<file path="src/rtl/rbe_pkg.sv">
// Shared types and constants for the Rice byte encoder.
package rbe_pkg;

   localparam int unsigned QUEUE_DEPTH = 2;
   localparam logic [2:0]  RICE_K_RESET = 3'd1;

   typedef struct packed {
      logic [7:0] data_byte;
      logic       last_byte;
   } req_type;

   typedef struct packed {
      logic [7:0] packed_byte;
      logic       run_last;
      logic       stream_end;
   } rsp_type;

   typedef struct packed {
      logic [7:0] ones_cnt;
      logic [7:0] tail_bits;
      logic [3:0] tail_len;
      logic [8:0] code_len;
      logic       last;
   } cmd_type;

endpackage

</file>
<file path="src/rtl/rbe_front.sv">
// Front end: holds rice_k, accepts requests and splits each byte into unary run and tail.
module rbe_front (
   input  logic             clock,
   input  logic             reset,
   input  logic             csr_wr_en,
   input  logic [2:0]       csr_wr_data,
   input  logic             req_valid,
   output logic             req_ready,
   input  rbe_pkg::req_type req_payload,
   output logic             cmd_valid,
   input  logic             cmd_ready,
   output rbe_pkg::cmd_type cmd_data
);
   import rbe_pkg::*;

   logic [2:0] rice_k_ff;
   logic [2:0] rice_k_in;
   logic [7:0] quotient;
   logic [7:0] tail;

   assign rice_k_in = csr_wr_en ? csr_wr_data : rice_k_ff;

   always_ff @(posedge clock) begin
      if (reset) begin
         rice_k_ff <= RICE_K_RESET;
      end else begin
         rice_k_ff <= rice_k_in;
      end
   end

   assign quotient = req_payload.data_byte >> rice_k_ff;

   // tail bits in packing order: stop bit first, then remainder msb first
   always_comb begin
      tail = 8'h00;
      for (int j = 1; j < 8; j++) begin
         if (3'(j) <= rice_k_ff) begin
            tail[j] = req_payload.data_byte[rice_k_ff - 3'(j)];
         end
      end
   end

   assign req_ready          = cmd_ready;
   assign cmd_valid          = req_valid;
   assign cmd_data.ones_cnt  = quotient;
   assign cmd_data.tail_bits = tail;
   assign cmd_data.tail_len  = {1'b0, rice_k_ff} + 4'd1;
   assign cmd_data.code_len  = {1'b0, quotient} + {6'd0, rice_k_ff} + 9'd1;
   assign cmd_data.last      = req_payload.last_byte;

endmodule

</file>
<file path="src/rtl/rbe_queue.sv">
// Short command queue between the front end and the bit packer.
module rbe_queue #(
   parameter int unsigned Depth = rbe_pkg::QUEUE_DEPTH
) (
   input  logic             clock,
   input  logic             reset,
   input  logic             push_valid,
   output logic             push_ready,
   input  rbe_pkg::cmd_type push_data,
   output logic             pop_valid,
   input  logic             pop_ready,
   output rbe_pkg::cmd_type pop_data
);
   import rbe_pkg::*;

   localparam int unsigned AddrWidth  = (Depth > 1) ? $clog2(Depth) : 1;
   localparam int unsigned CountWidth = $clog2(Depth + 1);

   cmd_type               entries_ff [Depth];
   logic [AddrWidth-1:0]  wr_ptr_ff;
   logic [AddrWidth-1:0]  wr_ptr_in;
   logic [AddrWidth-1:0]  rd_ptr_ff;
   logic [AddrWidth-1:0]  rd_ptr_in;
   logic [CountWidth-1:0] count_ff;
   logic [CountWidth-1:0] count_in;
   logic                  push;
   logic                  pop;

   assign push_ready = (count_ff != CountWidth'(Depth));
   assign pop_valid  = (count_ff != '0);
   assign pop_data   = entries_ff[rd_ptr_ff];
   assign push       = push_valid && push_ready;
   assign pop        = pop_valid && pop_ready;

   always_comb begin
      wr_ptr_in = wr_ptr_ff;
      rd_ptr_in = rd_ptr_ff;
      count_in  = count_ff;
      if (push) begin
         wr_ptr_in = (wr_ptr_ff == AddrWidth'(Depth - 1)) ? '0 : wr_ptr_ff + 1'b1;
      end
      if (pop) begin
         rd_ptr_in = (rd_ptr_ff == AddrWidth'(Depth - 1)) ? '0 : rd_ptr_ff + 1'b1;
      end
      if (push && !pop) begin
         count_in = count_ff + 1'b1;
      end else if (pop && !push) begin
         count_in = count_ff - 1'b1;
      end
   end

   always_ff @(posedge clock) begin
      if (reset) begin
         wr_ptr_ff <= '0;
         rd_ptr_ff <= '0;
         count_ff  <= '0;
      end else begin
         wr_ptr_ff <= wr_ptr_in;
         rd_ptr_ff <= rd_ptr_in;
         count_ff  <= count_in;
      end
   end

   always_ff @(posedge clock) begin
      if (push) begin
         entries_ff[wr_ptr_ff] <= push_data;
      end
   end

endmodule

</file>
<file path="src/rtl/rbe_back.sv">
// Back end: packs unary runs and tails into bytes and drives the response register.
module rbe_back (
   input  logic             clock,
   input  logic             reset,
   input  logic             cmd_valid,
   output logic             cmd_ready,
   input  rbe_pkg::cmd_type cmd_data,
   output logic             rsp_valid,
   input  logic             rsp_ready,
   output rbe_pkg::rsp_type rsp_payload
);
   import rbe_pkg::*;

   typedef enum logic [3:0] {
      ST_IDLE  = 4'b0001,
      ST_ONES  = 4'b0010,
      ST_TAIL  = 4'b0100,
      ST_FLUSH = 4'b1000
   } state_type;

   state_type   state_ff, state_in;
   logic [7:0]  acc_ff, acc_in;
   logic [2:0]  fill_ff, fill_in;
   logic [7:0]  ones_left_ff, ones_left_in;
   logic [7:0]  tail_bits_ff, tail_bits_in;
   logic [3:0]  tail_len_ff, tail_len_in;
   logic        last_ff, last_in;
   logic [5:0]  remaining_ff, remaining_in;
   logic        rsp_valid_ff, rsp_valid_in;
   rsp_type     rsp_data_ff, rsp_data_in;

   logic        can_emit;
   logic        emit;
   logic [7:0]  chunk;
   logic [3:0]  chunk_len;
   logic [8:0]  ones_mask;
   logic [15:0] merged;
   logic [3:0]  fill_sum;
   logic [8:0]  end_bits;
   logic        pad;

   assign can_emit = !rsp_valid_ff || rsp_ready;

   assign end_bits = {6'd0, fill_ff} + cmd_data.code_len;
   assign pad      = cmd_data.last && (end_bits[2:0] != 3'd0);

   always_comb begin
      if (ones_left_ff >= 8'd8) begin
         chunk_len = 4'd8;
      end else begin
         chunk_len = {1'b0, ones_left_ff[2:0]};
      end
      ones_mask = 9'((9'd1 << chunk_len) - 9'd1);
      if (state_ff == ST_TAIL) begin
         chunk     = tail_bits_ff;
         chunk_len = tail_len_ff;
      end else begin
         chunk = ones_mask[7:0];
      end
   end

   assign merged   = {8'h00, acc_ff} | 16'({8'h00, chunk} << fill_ff);
   assign fill_sum = {1'b0, fill_ff} + chunk_len;

   always_comb begin
      state_in     = state_ff;
      acc_in       = acc_ff;
      fill_in      = fill_ff;
      ones_left_in = ones_left_ff;
      tail_bits_in = tail_bits_ff;
      tail_len_in  = tail_len_ff;
      last_in      = last_ff;
      remaining_in = remaining_ff;
      rsp_data_in  = rsp_data_ff;
      emit         = 1'b0;
      cmd_ready    = 1'b0;
      case (state_ff)
         ST_IDLE: begin
            cmd_ready = 1'b1;
            if (cmd_valid) begin
               ones_left_in = cmd_data.ones_cnt;
               tail_bits_in = cmd_data.tail_bits;
               tail_len_in  = cmd_data.tail_len;
               last_in      = cmd_data.last;
               remaining_in = end_bits[8:3] + {5'd0, pad};
               state_in     = (cmd_data.ones_cnt != 8'd0) ? ST_ONES : ST_TAIL;
            end
         end
         ST_ONES, ST_TAIL: begin
            if (can_emit) begin
               fill_in = fill_sum[2:0];
               if (fill_sum[3]) begin
                  emit                   = 1'b1;
                  acc_in                 = merged[15:8];
                  rsp_data_in.packed_byte = merged[7:0];
                  rsp_data_in.run_last    = (remaining_ff == 6'd1);
                  rsp_data_in.stream_end  = last_ff && (remaining_ff == 6'd1);
                  remaining_in           = remaining_ff - 6'd1;
               end else begin
                  acc_in = merged[7:0];
               end
               if (state_ff == ST_ONES) begin
                  ones_left_in = ones_left_ff - {4'd0, chunk_len};
                  if (ones_left_ff == {4'd0, chunk_len}) begin
                     state_in = ST_TAIL;
                  end
               end else if (last_ff && (fill_sum[2:0] != 3'd0)) begin
                  state_in = ST_FLUSH;
               end else begin
                  state_in = ST_IDLE;
               end
            end
         end
         ST_FLUSH: begin
            if (can_emit) begin
               emit                    = 1'b1;
               rsp_data_in.packed_byte = acc_ff;
               rsp_data_in.run_last    = 1'b1;
               rsp_data_in.stream_end  = 1'b1;
               acc_in                  = 8'h00;
               fill_in                 = 3'd0;
               remaining_in            = remaining_ff - 6'd1;
               state_in                = ST_IDLE;
            end
         end
         default: begin
            state_in = ST_IDLE;
         end
      endcase
      if (emit) begin
         rsp_valid_in = 1'b1;
      end else if (rsp_ready) begin
         rsp_valid_in = 1'b0;
      end else begin
         rsp_valid_in = rsp_valid_ff;
      end
   end

   always_ff @(posedge clock) begin
      if (reset) begin
         state_ff     <= ST_IDLE;
         acc_ff       <= 8'h00;
         fill_ff      <= 3'd0;
         remaining_ff <= 6'd0;
         rsp_valid_ff <= 1'b0;
      end else begin
         state_ff     <= state_in;
         acc_ff       <= acc_in;
         fill_ff      <= fill_in;
         remaining_ff <= remaining_in;
         rsp_valid_ff <= rsp_valid_in;
      end
   end

   always_ff @(posedge clock) begin
      ones_left_ff <= ones_left_in;
      tail_bits_ff <= tail_bits_in;
      tail_len_ff  <= tail_len_in;
      last_ff      <= last_in;
      rsp_data_ff  <= rsp_data_in;
   end

   assign rsp_valid   = rsp_valid_ff;
   assign rsp_payload = rsp_data_ff;

endmodule

</file>
<file path="src/rtl/rice_byte_encoder.sv">
// Top level of the Rice byte encoder with parameter k written through the csr channel.
//
//  channel | direction | handshake               | payload
//  req     | in        | req_valid / req_ready   | req_payload (data_byte, last_byte)
//  rsp     | out       | rsp_valid / rsp_ready   | rsp_payload (packed_byte, run_last,
//          |           |                         |   stream_end)
//  csr     | in        | csr_wr_en, no wait      | csr_wr_data (rice_k)
//
// The packer takes a request from the queue in ST_IDLE, packs the unary run of q ones in
// ST_ONES (q = data_byte >> rice_k, up to eight ones a cycle while not held), stop bit and
// remainder in ST_TAIL, and a padded byte in ST_FLUSH at the end of a stream that
// leaves bits over. A run of no ones goes straight from ST_IDLE to ST_TAIL.
// Requests are taken while the command queue has room, so the front end runs ahead of
// the packer. The packer holds whenever the response register is full and not drained.
// Reset (synchronous) empties the queue and the packer and sets rice_k to 1.
module rice_byte_encoder #(
   parameter int unsigned QueueDepth = rbe_pkg::QUEUE_DEPTH
) (
   input  logic             clock,
   input  logic             reset,
   input  logic             csr_wr_en,
   input  logic [2:0]       csr_wr_data,
   input  logic             req_valid,
   output logic             req_ready,
   input  rbe_pkg::req_type req_payload,
   output logic             rsp_valid,
   input  logic             rsp_ready,
   output rbe_pkg::rsp_type rsp_payload
);
   import rbe_pkg::*;

   logic    front_valid;
   logic    front_ready;
   cmd_type front_cmd;
   logic    back_valid;
   logic    back_ready;
   cmd_type back_cmd;

   rbe_front u_front (
      .clock       (clock),
      .reset       (reset),
      .csr_wr_en   (csr_wr_en),
      .csr_wr_data (csr_wr_data),
      .req_valid   (req_valid),
      .req_ready   (req_ready),
      .req_payload (req_payload),
      .cmd_valid   (front_valid),
      .cmd_ready   (front_ready),
      .cmd_data    (front_cmd)
   );

   rbe_queue #(
      .Depth (QueueDepth)
   ) u_queue (
      .clock      (clock),
      .reset      (reset),
      .push_valid (front_valid),
      .push_ready (front_ready),
      .push_data  (front_cmd),
      .pop_valid  (back_valid),
      .pop_ready  (back_ready),
      .pop_data   (back_cmd)
   );

   rbe_back u_back (
      .clock       (clock),
      .reset       (reset),
      .cmd_valid   (back_valid),
      .cmd_ready   (back_ready),
      .cmd_data    (back_cmd),
      .rsp_valid   (rsp_valid),
      .rsp_ready   (rsp_ready),
      .rsp_payload (rsp_payload)
   );

endmodule
</file>
<file path="config.mk">
export PLATFORM = sky130hd
export DESIGN_NAME = rice_byte_encoder
export DESIGN_NICKNAME = d
export VERILOG_FILES = /design/src/rtl/rbe_pkg.sv /design/src/rtl/rbe_front.sv /design/src/rtl/rbe_queue.sv /design/src/rtl/rbe_back.sv /design/src/rtl/rice_byte_encoder.sv
export SDC_FILE = /design/constraint.sdc
export NUM_CORES = 1
export LEC_CHECK = 0
export ABC_AREA = 1
export BUFFER_PORTS_ARGS = -buffer_cell sky130_fd_sc_hd__buf_2
export CORE_MARGIN = 4
export CORE_UTILIZATION = 62
export DETAILED_ROUTE_END_ITERATION = 10
export PLACE_DENSITY = 0.8
export SYNTH_ARGS = -nofsm -noshare
export SYNTH_HDL_FRONTEND = slang
export SYNTH_SLANG_ARGS = --single-unit
export TNS_END_PERCENT = 30
</file>
<file path="constraint.sdc">
create_clock -name clock -period 4.1 [get_ports clock]
set_input_delay 0.41 -clock clock [delete_from_list [all_inputs] [get_ports clock]]
set_output_delay 0.41 -clock clock [all_outputs]
set_load 0.005 [all_outputs]
</file>
# After elaboration in Yosys (flattened, before gate mapping)

Memories as Yosys holds them, arrays and structs flattened. A register that Yosys moved wholly into a read port is not among the register bits.
Index checks and enable logic that the tools add are counted.

Memories kept: 1
Output and inout bits: 12
Input bits: 17
Bits in registers: 60
Logic and storage cells: 163
RAM bits: 58

Muxes and demuxes: 67
Equal/unequal tests: 13
Reductions and logical operators: 27
Add/sub/neg operators: 20
Shift operators: 3
Bitwise operators: 1
Order comparisons: 15

Memories:

| name               | depth | bits a word | rd ports | clocked after memory_dff | write ports | RTL line        | RTL |
|---|---|---|---|---|---|---|---|
| u_queue.entries_ff | 2     | 29          | 1        | 1                        | 1           | rbe_queue.sv:19 | `cmd_type entries_ff [Depth];` |

Operator list:

| operator            | number |
|---|---|
| $mux 8              | 7 |
| $mux 4              | 8 |
| $pmux 8 s2          | 2 |
| $mux 10             | 3 |
| $lt 3x4->1 const B  | 7 |
| $mux 1              | 26 |
| $mux 6              | 4 |
| $bmux 1 s3          | 7 |
| $pmux 10 s2         | 1 |
| $pmux 6 s3          | 1 |
| $or 8x16->16        | 1 |
| $shl 8x3->16        | 1 |
| $le 3x3->1 const A  | 4 |
| $pmux 4 s3          | 1 |
| $reduce_and 4->1    | 3 |
| $sub 3x3->3 const B | 4 |
| $reduce_bool 2->1   | 5 |
| $add 3x9->9         | 1 |
| $add 8x3->9         | 1 |
| $add 9x1->9 const B | 1 |
| $mux 3              | 3 |
| $reduce_bool 3->1   | 3 |
| $eq 8x4->1          | 1 |
| $ge 8x4->1 const B  | 1 |
| 34 further kinds    | 50 |

# Depth between registers and ports, before layout

Depth in word-level cells: 10
Mapped depth: 20
Depth with buffers taken out: 20

# Modules after synthesis

A second synthesis with hierarchy kept.

Cells, all modules: 768
Area total of the unflattened synthesis: 7196.9 um^2

Modules (own cells, without submodules):

| module    | area each (um^2) | sequential area each (um^2) | cells an instance | times used |
|---|---|---|---|---|
| rbe_back  | 3574.7           | 1371.3                      | 467               | 1 |
| rbe_queue | 2527.4           | 1901.8                      | 130               | 1 |
| rbe_front | 1094.8           | 60.1                        | 171               | 1 |

# Least setup slack after synthesis

No wires, ideal clock.

Kind: reg-to-reg
From: register u_back.state_ff[2]
To: register u_back.rsp_data_ff (netlist bit u_back.rsp_payload[0]) (enable)
Setup slack: 1.004 ns
Library setup time: 0.380 ns
Buffers on the path: 1
Data required time: 3.720 ns
Arrival: 2.716 ns
Period minus slack after synthesis: 3.096 ns
Stages on the path, launching flop included: 12
Cells stage by stage: dfxtp_1 > nand4_2 > buf_2 > o21ai_0 > inv_1 > ha_1 > nand2_1 > nor2_1 > a211oi_1 > or2_4 > nand2_4 > a21oi_1

Longest elaborated chain between the ends: 5
Elaborated cells between the ends (all ways): 11
Those cells by class: add/sub: 1; eq/ne: 6; mux: 1; reduce/logical: 3

RTL lines:

| element                             | RTL line                       | RTL |
|---|---|---|
| from (decl)                         | rbe_back.sv:21                 | `state_type state_ff, state_in;` |
| from (signal assigned)              | rbe_back.sv:147                | `state_ff <= state_in;` |
| $eq 4x3->1                          | rbe_back.sv:54, rbe_back.sv:77 |  |
| $mux 4                              | rbe_back.sv:54                 | `if (state_ff == ST_TAIL) begin` |
| $add 3x4->4                         | rbe_back.sv:63                 | `assign fill_sum = {1'b0, fill_ff} + chunk_len;` |
| $ne 2x1->1 (no source line)         | -                              |  |
| $reduce_and 4->1 (no source line) * | -                              |  |
| to (signal assigned)                | rbe_back.sv:160                | `rsp_data_ff <= rsp_data_in;` |
| to (decl)                           | rbe_back.sv:30                 | `rsp_type rsp_data_ff, rsp_data_in;` |

Mark *: on every way between the ends. The rest lies on a longest branch, timed or not.
A chain may end at the register's enable or synchronous reset.

==> impl_metrics.json <==
{
  "outcome": "complete, no violations",
  "initial_utilization_pct": 64.1,
  "arrival_ns": 3.63,
  "critical_path_peak_fanout": 17,
  "fin_ws_ns": 0.718,
  "layout-drive-gt1-share_pct": 14.2,
  "cp_slowest_stage_delay_ns": 0.68,
  "tritoncts": "built",
  "drt-initial-drc-count": 329,
  "synth_top_area_cell": "edfxtp_1",
  "area_delta_synth_final_pct": 12.6,
  "grt_max_degree": 31,
  "synth_commonest_cells": "138 x nand2_1, 88 x edfxtp_1, 88 x inv_1, 57 x o21ai_0, 53 x nor2_1",
  "num_rows": 37,
  "routed_wirelength_mm": 14.3,
  "antenna_cells": 0,
  "dr.pass1.iters": 5,
  "path_cells": "clkinv_1, nand2_1, inv_1, o21ai_0, o21ai_0, ha_1, nand3_1, nand2_1, nand3_1, nor3_1, xor2_1",
  "critPathKind": "flop to flop",
  "dr_total_vias": 5196,
  "synth_top_flop_cell": "edfxtp_1",
  "final_core_util_pct": 72.2,
  "hold_buffers": 0,
  "final_max_slew_viol_count": 0,
  "critical-path-top-delay-family": "simple AND/OR/NAND/NOR gates",
  "clk_pin_slew_ns": 0.06,
  "grt_pass1_wl_mm": 24.2,
  "timing.final.crit_share_pct": 82.5,
  "ys_top_cells_by_area": "edfxtp_1 40%, dfxtp_1 9.0%, nand2_1 7.8%",
  "io_buffers": 28,
  "die_area_sq_um": 12400,
  "final_cell_area_sq_um": 7480,
  "synth.most_common_cell": "nand2_1",
  "drv_cap": 0,
  "synth.net_count": 787,
  "clock_latency_ns": 0.53,
  "tns_ns": 0,
  "synth-seq-cells": 118,
  "die_y_um": 112,
  "ioPinCount": 29,
  "htree_levels": 4,
  "synth_edf_count": 88,
  "peakVddDrop_mv": 0.336,
  "synth.avg_cell_area_sq_um": 9.01,
  "slew_headroom_pct": 47.9,
  "critPathRequiredTime_ns": 4.35,
  "critPathLaunchType": "flop",
  "cts_root_buf": "clkbuf_8",
  "fp.coreArea_sq_um": 10400,
  "fin_skew_ns": 0.0136,
  "period_needed_ns": 3.38,
  "hp-class": "input pin to flop",
  "fin_nets": 820,
  "pre_cts_ws_ns": 0.867,
  "p_per_area_nw_per_um2": 660,
  "vias_per_cell": 5.65,
  "numCtsBuffers": 17,
  "first_global_vias": 5096,
  "synth_top_area_share_pct": 39.8,
  "cts_sinks": 118,
  "route.detailed.drc": 0,
  "synth_area_sq_um": 6650,
  "gp_congestion": 0.878,
  "ant_nets": 0,
  "rsz0062_at_grt": "false",
  "nFillCells": 754,
  "path_buf_inv": 2,
  "dpl.hpwl_mm": 10.0,
  "hold_viol": 0,
  "crit_path_top_delay_cell": "dfxtp_1",
  "antenna_found_initial": 0,
  "yosysUniqueCellTypes": 46,
  "regArea_sq_um": 3240,
  "power.leakage_nw": 3.14,
  "syn_inst": 738,
  "setup_viol_count_final": 0,
  "dpl_cell_area_sq_um": 6920,
  "die_x_um": 112,
  "yosysSeqAreaShare_pct": 48.8,
  "postCtsSetupBuffers": 0,
  "yosysWarnings": 0,
  "grtUsageTotal_pct": 24.1,
  "multi_input_area_sq_um": 2950,
  "worst_slew_pin_slew_ns": 0.781,
  "end_kind": "flop",
  "design_power_total_w": 0.00494,
  "async_flop_share_pct": 0,
  "clockBufferDepth": 2,
  "wl_per_cell_um": 15.6,
  "grt_overflow": 0,
  "cts_resized": 0,
  "fmaxAchievable_mhz": 296
}
-- cell usage in the layout (no fill, tap or decap), types with 3 or more instances in the layout --
cell          n
a211oi_1      5
a21oi_1      45
a22oi_1       3
a31oi_1       7
buf_2        28
buf_4         6
clkbuf_16    16
clkbuf_8      3
clkinv_4      3
clkinvlp_4    3
dfxtp_1      30
edfxtp_1     88
fa_1          4
ha_1         28
inv_1        88
inv_2         7
inv_6         4
mux2_2       15
mux2i_1      10
nand2_1     138
nand2_4       3
nand3_1      48
nand4_1       6
nor2_1       51
nor3_1        7
o211ai_1      3
o21ai_0      57
o21ai_1      15
or2_1         3
or2_2         8
xnor2_1       8
xor2_1       14
-- registers in the layout, indices dropped and copies added (netlist names), 4 cells and up, named ones only --
name / flops
u_back.acc_ff: 8
u_back.rsp_payload: 10
u_back.tail_bits_ff: 7
u_back.ones_left_ff: 8
u_back.tail_len_ff: 4
u_queue.entries_ff: 58
u_back.state_ff: 4
u_back.remaining_ff: 6
-- per-layer routing --
metal | part of all wire (%) | GRT usage, %
met1 | 43 | 30.0
met2 | 49 | 41.1
met3 | 5.2 | 4.57
met4 | 2.6 | 10.3
met5 | 0 | 0
-- worst paths after layout --
path                                      startpoint                  endpoint  slack (ns)  depth (start not counted)
worst max-delay path            u_front.rice_k_ff[0]  u_queue.entries_ff[0][8]        0.72                         11
worst min-delay path                  req_payload[0]  u_queue.entries_ff[1][0]        0.07                          1
worst max register to register  u_front.rice_k_ff[0]  u_queue.entries_ff[0][8]        0.72                         11
worst min register to register      u_back.acc_ff[5]          u_back.acc_ff[5]        0.47                          2
-- power by group --
| group | internal [W] | switching, W |
|---|---|---|
| logic | 0.000604 | 0.00111 |
| registers | 0.00167 | 0.000162 |
| clock network | 0.000844 | 0.000549 |
-- through the flow --
stage	cells	hold WS [ns]
finish	920	0.0682
global route	920	0.0666
CTS	920	0.0503
detailed placement	888	0.455
global placement	888	0.438
floorplan	738	0.426
-- cell type report --
cell class,count,share of cell area [%]
Inverter,98,4.95
Multi-Input combinational cell,502,39.4
Sequential cell,118,43.3
Clock buffer,20,5.95
Timing Repair Buffer,34,2.47
Tap cell,136,2.27
Clock inverter,12,1.59
-- kinds of logic after synthesis --
group / synth area share [%]
simple gates: 19.1
compound gates: 11.8
buf+inv: 6.91
flops: 48.8
fa+ha+maj: 6.48
mux: 4.05
xor+xnor: 2.90
No activity file was read; power rests on OpenSTA's default activity.
